## src/hw/rtl/huffman_decoder_from_counts_defines.svh

```systemverilog
// ----------------------------------------------------------------------------
// Huffman decoder assertion macros
// Shared concurrent assertion helpers, clocked on clk_i, off during reset.
// ----------------------------------------------------------------------------
`ifndef HUFFMAN_DECODER_FROM_COUNTS_DEFINES_SVH
`define HUFFMAN_DECODER_FROM_COUNTS_DEFINES_SVH

// property must hold at every edge outside reset
`define HDFC_ASSERT(lbl, prop, msg) \
  lbl: assert property (@(posedge clk_i) disable iff (!rst_ni) prop) else $error(msg);

// condition must never be seen outside reset
`define HDFC_ASSERT_NEVER(lbl, cond, msg) \
  lbl: assert property (@(posedge clk_i) disable iff (!rst_ni) !(cond)) else $error(msg);

`endif

```

## src/hw/rtl/hdfc_pkg.sv

```systemverilog
// ----------------------------------------------------------------------------
// hdfc_pkg
// Types and constants shared by the Huffman decoder controller and datapath.
// ----------------------------------------------------------------------------
package hdfc_pkg;

  localparam int unsigned SymW    = 8;
  localparam int unsigned NodeW   = 9;
  localparam int unsigned CountW  = 24;
  localparam int unsigned WeightW = 32;
  localparam int unsigned Nodes   = 511;
  localparam int unsigned Inner   = 255;
  localparam int unsigned Symbols = 256;
  localparam int unsigned ChildW  = 2 * NodeW;
  localparam int unsigned InW     = 40;

  localparam logic [NodeW-1:0] RootNode   = 9'd510;
  localparam logic [NodeW-1:0] FirstInner = 9'd256;
  localparam logic [SymW-1:0]  EndSym     = 8'd18;

  localparam logic KindLoad = 1'b0;
  localparam logic KindByte = 1'b1;

  typedef enum logic [3:0] {
    StIdle,
    StClr,
    StScanStart,
    StScan,
    StScanTail,
    StMark,
    StBitRd,
    StBitEv,
    StFlush
  } ctrl_state_e;

  typedef struct packed {
    logic load;
    logic byte_start;
    logic clr_start;
    logic clr_step;
    logic scan_start;
    logic scan_step;
    logic mark;
    logic bit_eval;
    logic flush;
  } dp_cmd_t;

  typedef struct packed {
    logic stream_done;
    logic tree_ready;
    logic clr_last;
    logic scan_last;
    logic second_pick;
    logic build_last;
    logic bit_last;
    logic leaf;
    logic end_hit;
    logic pend_valid;
    logic slot;
  } dp_stat_t;

endpackage

```

## src/hw/rtl/hdfc_ctrl.sv

```systemverilog
// ----------------------------------------------------------------------------
// hdfc_ctrl
// Sequencer for count loads, tree build and bit-serial decode.
// ----------------------------------------------------------------------------
module hdfc_ctrl (
  input  logic              clk_i,
  input  logic              rst_ni,
  input  logic              s_tvalid_i,
  input  logic              kind_i,
  output logic              s_tready_o,
  input  hdfc_pkg::dp_stat_t stat_i,
  output hdfc_pkg::dp_cmd_t  cmd_o
);
  import hdfc_pkg::*;

  ctrl_state_e state_q, state_d;

  always_ff @(posedge clk_i or negedge rst_ni) begin
    if (!rst_ni) begin
      state_q <= StIdle;
    end else begin
      state_q <= state_d;
    end
  end

  always_comb begin
    state_d    = state_q;
    cmd_o      = '0;
    s_tready_o = 1'b0;
    unique case (state_q)
      StIdle: begin
        s_tready_o = 1'b1;
        if (s_tvalid_i) begin
          if (kind_i == KindLoad) begin
            cmd_o.load = 1'b1;
          end else if (!stat_i.stream_done) begin
            cmd_o.byte_start = 1'b1;
            if (stat_i.tree_ready) begin
              state_d = StBitRd;
            end else begin
              cmd_o.clr_start = 1'b1;
              state_d = StClr;
            end
          end
        end
      end
      StClr: begin
        cmd_o.clr_step = 1'b1;
        if (stat_i.clr_last) state_d = StScanStart;
      end
      StScanStart: begin
        cmd_o.scan_start = 1'b1;
        state_d = StScan;
      end
      StScan: begin
        cmd_o.scan_step = 1'b1;
        if (stat_i.scan_last) state_d = StScanTail;
      end
      StScanTail: begin
        state_d = StMark;
      end
      StMark: begin
        cmd_o.mark = 1'b1;
        if (stat_i.second_pick && stat_i.build_last) begin
          state_d = StBitRd;
        end else begin
          state_d = StScanStart;
        end
      end
      StBitRd: begin
        state_d = StBitEv;
      end
      StBitEv: begin
        if (!(stat_i.leaf && stat_i.pend_valid && !stat_i.slot)) begin
          cmd_o.bit_eval = 1'b1;
          if (stat_i.end_hit || stat_i.bit_last) begin
            state_d = StFlush;
          end else begin
            state_d = StBitRd;
          end
        end
      end
      StFlush: begin
        if (!stat_i.pend_valid || stat_i.slot) begin
          cmd_o.flush = 1'b1;
          state_d = StIdle;
        end
      end
      default: state_d = StIdle;
    endcase
  end

endmodule

```

## config.mk

```make
export PLATFORM = sky130hd
export DESIGN_NAME = hdfc_ctrl
export DESIGN_NICKNAME = d
export VERILOG_FILES = /design/src/hw/rtl/huffman_decoder_from_counts_defines.svh /design/src/hw/rtl/hdfc_pkg.sv /design/src/hw/rtl/hdfc_ctrl.sv
export SDC_FILE = /design/constraint.sdc
export NUM_CORES = 1
export LEC_CHECK = 0
export BUFFER_PORTS_ARGS = -buffer_cell sky130_fd_sc_hd__buf_4
export CAP_MARGIN = 40
export CORE_AREA = 10 10 47 49
export DETAILED_ROUTE_END_ITERATION = 16
export DIE_AREA = 0 0 57 59
export MAX_ROUTING_LAYER = met4
export PLACE_DENSITY = 0.73
export SLEW_MARGIN = 20
export SYNTH_ARGS = -nofsm -noshare
export SYNTH_HDL_FRONTEND = slang
export SYNTH_SLANG_ARGS = --single-unit
```

## constraint.sdc

```tcl
create_clock -name clk_i -period 3.3 [get_ports clk_i]
set_clock_uncertainty 0.2 [all_clocks]
set_input_delay 0.33 -clock clk_i [delete_from_list [all_inputs] [get_ports clk_i]]
set_output_delay 0.33 -clock clk_i [all_outputs]
set_load 0.01 [all_outputs]
```

==> results of run 1 <==
-- path summary, 6_finish.rpt --
path	endpoint	slack, ns	cells past startpoint
min in group asynchronous	state_q[1]$_DFFE_PN0P_	0.24	2
max in group asynchronous	state_q[3]$_DFFE_PN0P_	2.56	2
hold / removal	state_q[3]$_DFFE_PN0P_	0.22	3
setup reg to reg	state_q[3]$_DFFE_PN0P_	1.52	4
setup / recovery	cmd_o[6]	1.07	5
hold reg to reg	state_q[1]$_DFFE_PN0P_	0.59	2
-- cell type report --
class                   instances  area [sq um]  share of cell area, %
inverters                       1          3.75                  0.569
multi-input cells              40           323                   49.0
repair buffers                 25           190                   28.8
clock buffers                   3          22.5                   3.42
flip-flops and latches          4           100                   15.2
well taps                      16          20.0                   3.04
-- power breakdown --
part	switching (W)	internal, W	leakage (nW)
Clock	0.0000158	0.0000404	0.0138
Combinational	0.000127	0.000171	0.237
Sequential	0.0000728	0.0000703	0.0502
-- routing by layer --
metal  share of wire [%]  wire length, microns
met1                  48                   594
met2                  46                   571
met3                 6.0                    75
met4                   0                     0
met5                   0                     0
-- cells in the mapped netlist (all sizes together) (2+ instances only) --
master	instances
nor3	2
buf	3
nand2b	2
nand4	2
nor2	3
o21ai	3
a21oi	2
dfrtp	4
nor3b	2
nand3	2
nor2b	3
nor4	2
-- timing repair --
item / in CTS / in global routing
hold buffers: 1 / 0
endpoints found under the hold margin: 4 / 0
buffers inserted: 0 / 0
-- cell families after synthesis --
| logic type | count (synthesis) |
|---|---|
| DFF | 4 |
| AOI/OAI and AO/OA | 12 |
| buffers and inverters | 4 |
| muxes | 1 |
| and+or+nand+nor | 27 |
-- through the flow --
| stage | setup WS [ns] | cells |
|---|---|---|
| final | 1.07 | 89 |
| after global routing | 0.885 | 89 |
| after CTS | 1.05 | 89 |
| after detailed placement | 1.29 | 85 |
| after global placement | 1.36 | 85 |
| after floorplan | 1.29 | 48 |
-- worst reg2reg max path, cell delays in order (launching register included) --
cell	delay [ns]
dfrtp_1	0.55
mux2_2	0.41
nor3b_4	0.22
nand2b_4	0.18
o32ai_1	0.09
==> reports/summary.txt, run 1 <==
Die width: 57 microns
P_leak: 0.301 nW
Clk_lat worst skew: 0.22 ns
Slowest stage cell on the critical path: dfrtp_1
Critical path data arrival time: 1.70 ns
Most frequent cells in the layout: buf_4, dfrtp_1, nor2_1, o21ai_0, clkbuf_4
Max Cap Violations: 0
Largest family of logic cells by synthesized area: simple AND/OR/NAND/NOR gates
Hold Crit Start: stat_i[0]
Avg Vias per Cell: 5.40
Initial Utilization: 32.6%
Ant diodes: 0
Hold crit path type: input port to register
Clk slew on worst S/H paths: 0.03 ns
Synth cell types: 35
RSZ-0062 raised after global routing: no
Max VDD drop: 0.509 mV
Number of global-route vias before repair: 496
Root buf cell: clkbuf_4
Setup Viol. Count Final: 0
CP Launch Point: state_q[2]$_DFFE_PN0P_
Worst slew pin tran: 0.539 ns
Endpoints failing hold: 0
Global-route wire length before repair: 2060 microns
Crit-path cells: nor4_4 -> nand2_1 -> nor3b_2 -> nor2b_1 -> buf_4
Relative slew slack: 64.1%
Syn_nets: 63
Worst hold margin: 0.220 ns
Fmax: 0.449 GHz
Synth Warn #: 0
CTS sink count: 4
Nature of the critical path startpoint: register
CTS H-tree lvls: 1
Final #Nets: 90
Total die area: 3360 sq um
Synth Cell Area: 457 sq um
CTS tree: yes
Final core utilization: 47.1%
Async S/R FF share, synth: 100%
Finished Cell Area: 659 sq um
Worst Setup End Kind: output pin
Biggest registers after layout: state_q (4)
Max Buffers Root-to-Sink: 2
Dpl cell area: 627 sq um
Routed Antenna Nets: 0
Drt drc: 0
Worst R2R Start: state_q[1]$_DFFE_PN0P_
Largest net degree at the start of global routing: 17
Setup TNS Final: 0 ns
M2 GR Usage: 11.6%
GR Util met1: 8.63%
Share of layout cells above drive strength 1: 54.8%
Synth Area in Adders: 0%
Buffers on Ports: 24
FP Rows: 14
Drt wl/cell: 13.9 microns
Cells after synthesis: 48
Period utilization: 67.5%
Minimum clock period: 2.23 ns
EDFF count, synth: 0
Dpl hpwl: 1030 microns
Compound-Gate Fraction of Synth Area: 20.3%
Initial antenna violation count: 0
Buf/Inv on CP: 1
Commonest non-fill, non-tap cell in the layout: buf_4
Crit path max fanout: 16
Area share of the largest cell type after synthesis: 21.9%
Number of fill cells: 142
Core footprint: 1400 sq um
Sequential share of the synthesized area: 21.9%
Gr usage total: 7.53%
Resize count post-CTS: 0
Top cells by area, synth: dfrtp_1, buf_6, nor4_4
Max reg flops: 4
Layout area overhead: 44.4%
Xor/xnor cell area share of the yosys netlist: 0%
Outcome: finished clean
GP Congestion: 0.829
Dominant cell type by area after synthesis: dfrtp_1
Final WL: 1240 microns
Flops & latches, synth: 4
Avg Inst Size Synth: 9.51 sq um
Post-Synth Simple-Gate Area: 47.9%
I/O Pins: 25
Mux contribution to synthesized area: 2.47%
Total gr overflow: 0
Vias post-DR: 481
Die Y: 59 microns
Largest register by flop count: state_q
Kind of critical path: register to output pin
WP data required: 2.77 ns
Top delay family on crit path: simple AND/OR/NAND/NOR gates
Pwr/cell area: 754 nW/um^2
Iteration count of the initial detailed-routing pass: 4
Synth Flop Type: dfrtp_1
Number of CTS-inserted buffers: 3
Total power: 0.000497 W
Met3 Use GR: 1.93%
GRT Max-Usage Layer: met2
Pins Over Slew Limit: 0
Initial drt markers: 7
Crit path largest cell delay: 0.56 ns
Note: power is estimated with default switching activity, not from simulation.
==> run 2, diff against run 1 <==
--- a/config.mk
+++ b/config.mk
@@ -5,13 +5,14 @@
 export SDC_FILE = /design/constraint.sdc
 export NUM_CORES = 1
 export LEC_CHECK = 0
+export ABC_AREA = 1
 export BUFFER_PORTS_ARGS = -buffer_cell sky130_fd_sc_hd__buf_4
 export CAP_MARGIN = 40
 export CORE_AREA = 10 10 47 49
 export DETAILED_ROUTE_END_ITERATION = 16
 export DIE_AREA = 0 0 57 59
 export MAX_ROUTING_LAYER = met4
-export PLACE_DENSITY = 0.73
+export PLACE_DENSITY = 0.78
 export SLEW_MARGIN = 20
 export SYNTH_ARGS = -nofsm -noshare
 export SYNTH_HDL_FRONTEND = slang
==> constraint.sdc (replaced) <==
create_clock -name clk_i -period 2.3 [get_ports clk_i]
set_clock_uncertainty 0.2 [all_clocks]
set_input_delay 0.23 -clock clk_i [delete_from_list [all_inputs] [get_ports clk_i]]
set_output_delay 0.23 -clock clk_i [all_outputs]
set_load 0.01 [all_outputs]
==> reports/summary.txt, run 2 <==
GRT Max-Usage Layer: met2
Clk_lat worst skew: 0.23 ns
Layout area overhead: 42.4%
Top cells by area, synth: dfrtp_1, nand2_1, nor2_1
Total die area: 3360 sq um
Setup TNS Final: 0 ns
Fmax: 0.512 GHz
Worst slew pin tran: 0.375 ns
I/O Pins: 25
Final #Nets: 131
Comb pwr share: 68.5%
Xor/xnor cell area share of the yosys netlist: 0%
CTS H-tree lvls: 1
Synth Warn #: 0
Async S/R FF share, synth: 100%
Commonest non-fill, non-tap cell in the layout: buf_4
Total power: 0.000792 W
WP data required: 1.87 ns
Synth cell types: 18
Most frequent cell after synthesis: nand2_1
Outcome: finished clean
Initial drt markers: 15
Endpoints failing hold: 0
Largest register by flop count: state_q
Mux contribution to synthesized area: 0%
M2 GR Usage: 15.3%
Nature of the critical path startpoint: register
Drt wl/cell: 11.5 microns
Most frequent cells in the layout: buf_4, nand2_1, nor2_1
Routed Antenna Nets: 0
Ant diodes: 0
P_leak: 0.441 nW
FP Rows: 14
Largest net degree at the start of global routing: 10
Post-CTS setup buffer count: 0
EDFF count, synth: 0
Max reg flops: 4
GR Util met1: 10.6%
Share of layout cells above drive strength 1: 37.7%
Gr usage total: 9.16%
RSZ-0062 raised after global routing: no
Buffers on Ports: 24
Dpl cell area: 711 sq um
Finished Cell Area: 743 sq um
Crit path max fanout: 9
Total gr overflow: 0
CTS sink count: 4
Period utilization: 84.9%
Initial Utilization: 37.2%
Pwr/cell area: 1070 nW/um^2
Worst Setup End Kind: output pin
Number of CTS-inserted buffers: 3
Clk slew on worst S/H paths: 0.04 ns
Die Y: 59 microns
Die width: 57 microns
Vias post-DR: 610
Worst hold margin: 0.104 ns
Initial antenna violation count: 0
Global-route wire length before repair: 2550 microns
Kind of critical path: register to output pin
Internal power: 0.000381 W
NetSw: 0.000411 W
Avg Vias per Cell: 4.69
Flops & latches, synth: 4
Iteration count of the initial detailed-routing pass: 4
Cells after synthesis: 87
Switching Share: 51.9%
Dpl hpwl: 1280 microns
Post-Synth Simple-Gate Area: 57.6%
Avg Inst Size Synth: 6.00 sq um
Compound-Gate Fraction of Synth Area: 7.91%
Max VDD drop: 0.521 mV
Final WL: 1490 microns
GP Congestion: 0.884
Drt drc: 0
Hold crit path type: input port to register
Synth Area in Adders: 0%
Root buf cell: clkbuf_4
Synth Cell Area: 522 sq um
Met3 Use GR: 1.29%
Relative slew slack: 75.0%
Number of global-route vias before repair: 624
Seq pwr share: 20.8%
Pins Over Slew Limit: 0
Critical path data arrival time: 1.52 ns
CTS tree: yes
Core footprint: 1400 sq um
Max Buffers Root-to-Sink: 2
Sequential share of the synthesized area: 19.2%
Syn_nets: 102
Top post-synthesis cells by count: nand2_1, nor2_1, inv_1
Synth Flop Type: dfrtp_1
Max Cap Violations: 0
Biggest registers after layout: state_q (4)
Area share of the largest cell type after synthesis: 19.2%
Power share of the clock group: 10.7%
Largest family of logic cells by synthesized area: simple AND/OR/NAND/NOR gates
Dominant cell type by area after synthesis: dfrtp_1
Minimum clock period: 1.95 ns
Setup Viol. Count Final: 0
==> run 2: cell count changes in the layout (fill, tap and decap cells not counted), sizes merged, moves of 2 or more <==
cell    before  now
nand2        1   26
nor2         3   21
inv          1   16
nand3        2    9
nor2b        3    0
a21oi        2    0
nand2b       2    0
nand4        2    0
nor3b        2    0
o211ai       0    2
==> run 2: what timing repair did <==
action,4_1_cts,5_1_grt
hold buffers,1,0
endpoints found under the hold margin,4,0
gates resized for setup,0,0
==> run 2: final timing paths <==
| check | endpoint | start | cells after the start | slack, ns |
|---|---|---|---|---|
| hold / removal | state_q[2]$_DFFE_PN0P_ | stat_i[0] | 4 | 0.10 |
| hold reg to reg | state_q[0]$_DFFE_PN0P_ | state_q[0]$_DFFE_PN0P_ | 2 | 0.45 |
| min in group asynchronous | state_q[1]$_DFFE_PN0P_ | rst_ni | 2 | 0.13 |
| setup reg to reg | state_q[0]$_DFFE_PN0P_ | state_q[1]$_DFFE_PN0P_ | 8 | 0.75 |
| max in group asynchronous | state_q[3]$_DFFE_PN0P_ | rst_ni | 2 | 1.67 |
| setup / recovery | cmd_o[6] | state_q[1]$_DFFE_PN0P_ | 4 | 0.35 |
==> run 2: power by group through the flow <==
| stage | sequential, W | combinational (W) | clock [W] |
|---|---|---|---|
| 6_report | 0.000165 | 0.000543 | 0.0000846 |
| 5_1_grt | 0.000169 | 0.000608 | 0.0000944 |
| 4_1_cts | 0.000163 | 0.000544 | 0.0000857 |
| 3_5_place_dp | 0.000162 | 0.000540 | 0 |
| 3_3_place_gp | 0.000158 | 0.000531 | 0 |
| 2_1_floorplan | 0.000130 | 0.000427 | 0 |
==> run 2: cell type report <==
type | count | area [sq um]
Multi-Input combinational cell | 65 | 342
Fill cell | 146 | 658
Timing Repair Buffer | 25 | 190
Inverter | 17 | 68.8
Tap cell | 16 | 20.0
Sequential cell | 4 | 100
Clock buffer | 3 | 22.5
==> run 2: kinds of logic (layout without fill, tap and decap cells) <==
family / count (synthesis) / count (layout)
buf+inv: 18 / 45
compound gates: 5 / 5
flops: 4 / 4
simple gates: 60 / 60
==> run 2: layer usage <==
| layer | routed length (microns) | share of wire, % |
|---|---|---|
| met1 | 665 | 45 |
| met2 | 735 | 49 |
| met3 | 57 | 3.8 |
| met4 | 30 | 2.0 |
| met5 | 0 | 0 |
==> run 2: stage by stage <==
stage          std cells  setup WS, ns  utilization, %
5_1_grt              130         0.257            53.0
2_1_floorplan         87         0.712               -
3_5_place_dp         126         0.621            50.7
3_3_place_gp         126         0.677            50.7
6_report             130         0.347            53.0
4_1_cts              130         0.351            53.0
==> run 2: worst max-delay path, stage by stage (launching register included) <==
cell     delay, ns
dfrtp_1       0.50
nor2_2        0.30
nand2_4       0.12
nor4_1        0.20
buf_4         0.17
==> run 3, diff against run 2 <==
--- a/config.mk
+++ b/config.mk
@@ -5,14 +5,14 @@
 export SDC_FILE = /design/constraint.sdc
 export NUM_CORES = 1
 export LEC_CHECK = 0
-export ABC_AREA = 1
+export ABC_AREA = 0
 export BUFFER_PORTS_ARGS = -buffer_cell sky130_fd_sc_hd__buf_4
 export CAP_MARGIN = 40
 export CORE_AREA = 10 10 47 49
 export DETAILED_ROUTE_END_ITERATION = 16
 export DIE_AREA = 0 0 57 59
 export MAX_ROUTING_LAYER = met4
-export PLACE_DENSITY = 0.78
+export PLACE_DENSITY = 0.73
 export SLEW_MARGIN = 20
 export SYNTH_ARGS = -nofsm -noshare
 export SYNTH_HDL_FRONTEND = slang
==> constraint.sdc (replaced) <==
create_clock -name clk_i -period 1.8 [get_ports clk_i]
set_clock_uncertainty 0.2 [all_clocks]
set_input_delay 0.18 -clock clk_i [delete_from_list [all_inputs] [get_ports clk_i]]
set_output_delay 0.18 -clock clk_i [all_outputs]
set_load 0.01 [all_outputs]
==> reports/summary.txt, run 3 (synthesis results as in run 1) <==
Ant diodes: 0
GRT Max-Usage Layer: met2
Met3 Use GR: 3.22%
Number of fill cells: 132
GP Congestion: 0.896
NetSw: 0.000550 W
Worst slew pin tran: 0.241 ns
Max VDD drop: 0.843 mV
Core footprint: 1400 sq um
Critical path data arrival time: 1.61 ns
Largest net degree at the start of global routing: 14
Final #Nets: 106
Final core utilization: 61.9%
Minimum clock period: 1.99 ns
Drt drc: 0
Max Buffers Root-to-Sink: 2
Finished Cell Area: 867 sq um
Number of global-route vias before repair: 569
Outcome: finished, violations left
Total gr overflow: 0
Hold crit path type: input port to register
Clk slew on worst S/H paths: 0.04 ns
Vias post-DR: 552
Largest register by flop count: state_q
RSZ-0062 raised after global routing: yes
Number of CTS-inserted buffers: 3
Comb pwr share: 76.4%
Total die area: 3360 sq um
Buffers on Ports: 24
Initial drt markers: 9
Seq pwr share: 14.4%
Initial antenna violation count: 0
Gr usage total: 9.86%
Initial Utilization: 32.6%
GR Util met1: 10.3%
Root buf cell: clkbuf_4
Commonest non-fill, non-tap cell in the layout: buf_4
Most frequent cells in the layout: buf_4, buf_6, dfrtp_2
Pwr/cell area: 1550 nW/um^2
Drt wl/cell: 15.6 microns
Global-route wire length before repair: 2620 microns
Register area: 105 sq um
Max reg flops: 4
Pins Over Slew Limit: 0
Internal power: 0.000790 W
Dpl cell area: 652 sq um
Setup Viol. Count Final: 6
Share of layout cells above drive strength 1: 76.4%
Clk_lat worst skew: 0.25 ns
Failing checks: negative setup slack
Final worst slack: -0.194 ns
Iteration count of the initial detailed-routing pass: 4
M2 GR Usage: 16.3%
CTS tree: yes
WP data required: 1.42 ns
FP Rows: 14
Final WL: 1640 microns
CTS H-tree lvls: 1
Dpl hpwl: 1120 microns
P_leak: 0.398 nW
Relative slew slack: 83.7%
Fmax: 0.502 GHz
Setup TNS Final: -0.465 ns
Layout area overhead: 89.9%
Footprint of the multi-input gates: 382 sq um
Period utilization: 111%
Switching Share: 41.1%
I/O Pins: 25
Worst Setup End Kind: output pin
Max Cap Violations: 0
Kind of critical path: register to output pin
Die Y: 59 microns
Nature of the critical path startpoint: register
Crit path max fanout: 3
CTS sink count: 4
Endpoints failing hold: 0
Routed Antenna Nets: 0
Die width: 57 microns
Power share of the clock group: 9.2%
Avg Vias per Cell: 5.26
Biggest registers after layout: state_q (4)
[run 3: changes by cell type in the layout (fill, tap and decap cells not counted), sizes merged, moves of 3 or more]
cell   delta
inv      -15
nand3     -7
nand2    -25
nor2b     +3
nor2     -18
buf      +16
[run 3: critical path: stages, from the launching register on]
cell	delay, ns
dfrtp_2	0.41
buf_4	0.14
or4b_4	0.54
nor2b_1	0.13
buf_4	0.13
[run 3: layer usage]
metal,vias up,routed length [microns]
met5,-,0
met4,0,29
met3,4,77
met2,19,886
met1,257,644
li1,272,-
[run 3: final timing paths]
path                                              from                endpoint  slack (ns)  cells past startpoint
worst min register to register  state_q[2]$_DFFE_PN0P_  state_q[3]$_DFFE_PN0P_        0.49                      2
worst max-delay path            state_q[0]$_DFFE_PN0P_                cmd_o[0]       -0.19                      4
worst max register to register  state_q[1]$_DFFE_PN0P_  state_q[3]$_DFFE_PN0P_           0                      6
worst min-delay path                         stat_i[1]  state_q[3]$_DFFE_PN0P_        0.04                      3
min in group asynchronous                       rst_ni  state_q[1]$_DFFE_PN0P_        0.05                      2
max in group asynchronous                       rst_ni  state_q[2]$_DFFE_PN0P_        1.23                      2
[run 3: power groups by stage]
stage,clock network [W],registers (W),logic [W]
6_report,0.000123,0.000192,0.00102
3_3_place_gp,0,0.000198,0.000659
5_1_grt,0.000134,0.000198,0.00110
3_5_place_dp,0,0.000206,0.000661
2_1_floorplan,0,0.000182,0.000490
4_1_cts,0.000117,0.000197,0.000797
[run 3: what timing repair did]
item                                    4_1_cts  5_1_grt
setup buffers                                 7        6
resized for setup                             7       15
pin swaps                                     2       11
hold buffers                                  1        0
hold endpoints to repair                      4        0
endpoints found under the setup margin        5        9
[run 3: layout make-up]
class | instances | share of cell area (%)
clock buffers | 3 | 2.60
inverters | 1 | 1.01
multi-input cells | 40 | 44.0
flip-flops and latches | 4 | 12.1
well taps | 16 | 2.31
repair buffers | 41 | 38.0
[run 3: per-stage QoR]
stage	power [W]	cells	hold slack, ns	setup WS, ns
5_1_grt	0.00143	105	0.0698	-0.252
3_5_place_dp	0.000867	88	-0.222	0.0795
6_report	0.00134	105	0.0427	-0.194
2_1_floorplan	0.000672	48	-0.316	-0.0346
3_3_place_gp	0.000857	88	-0.222	0.108
4_1_cts	0.00111	99	0.0499	-0.118
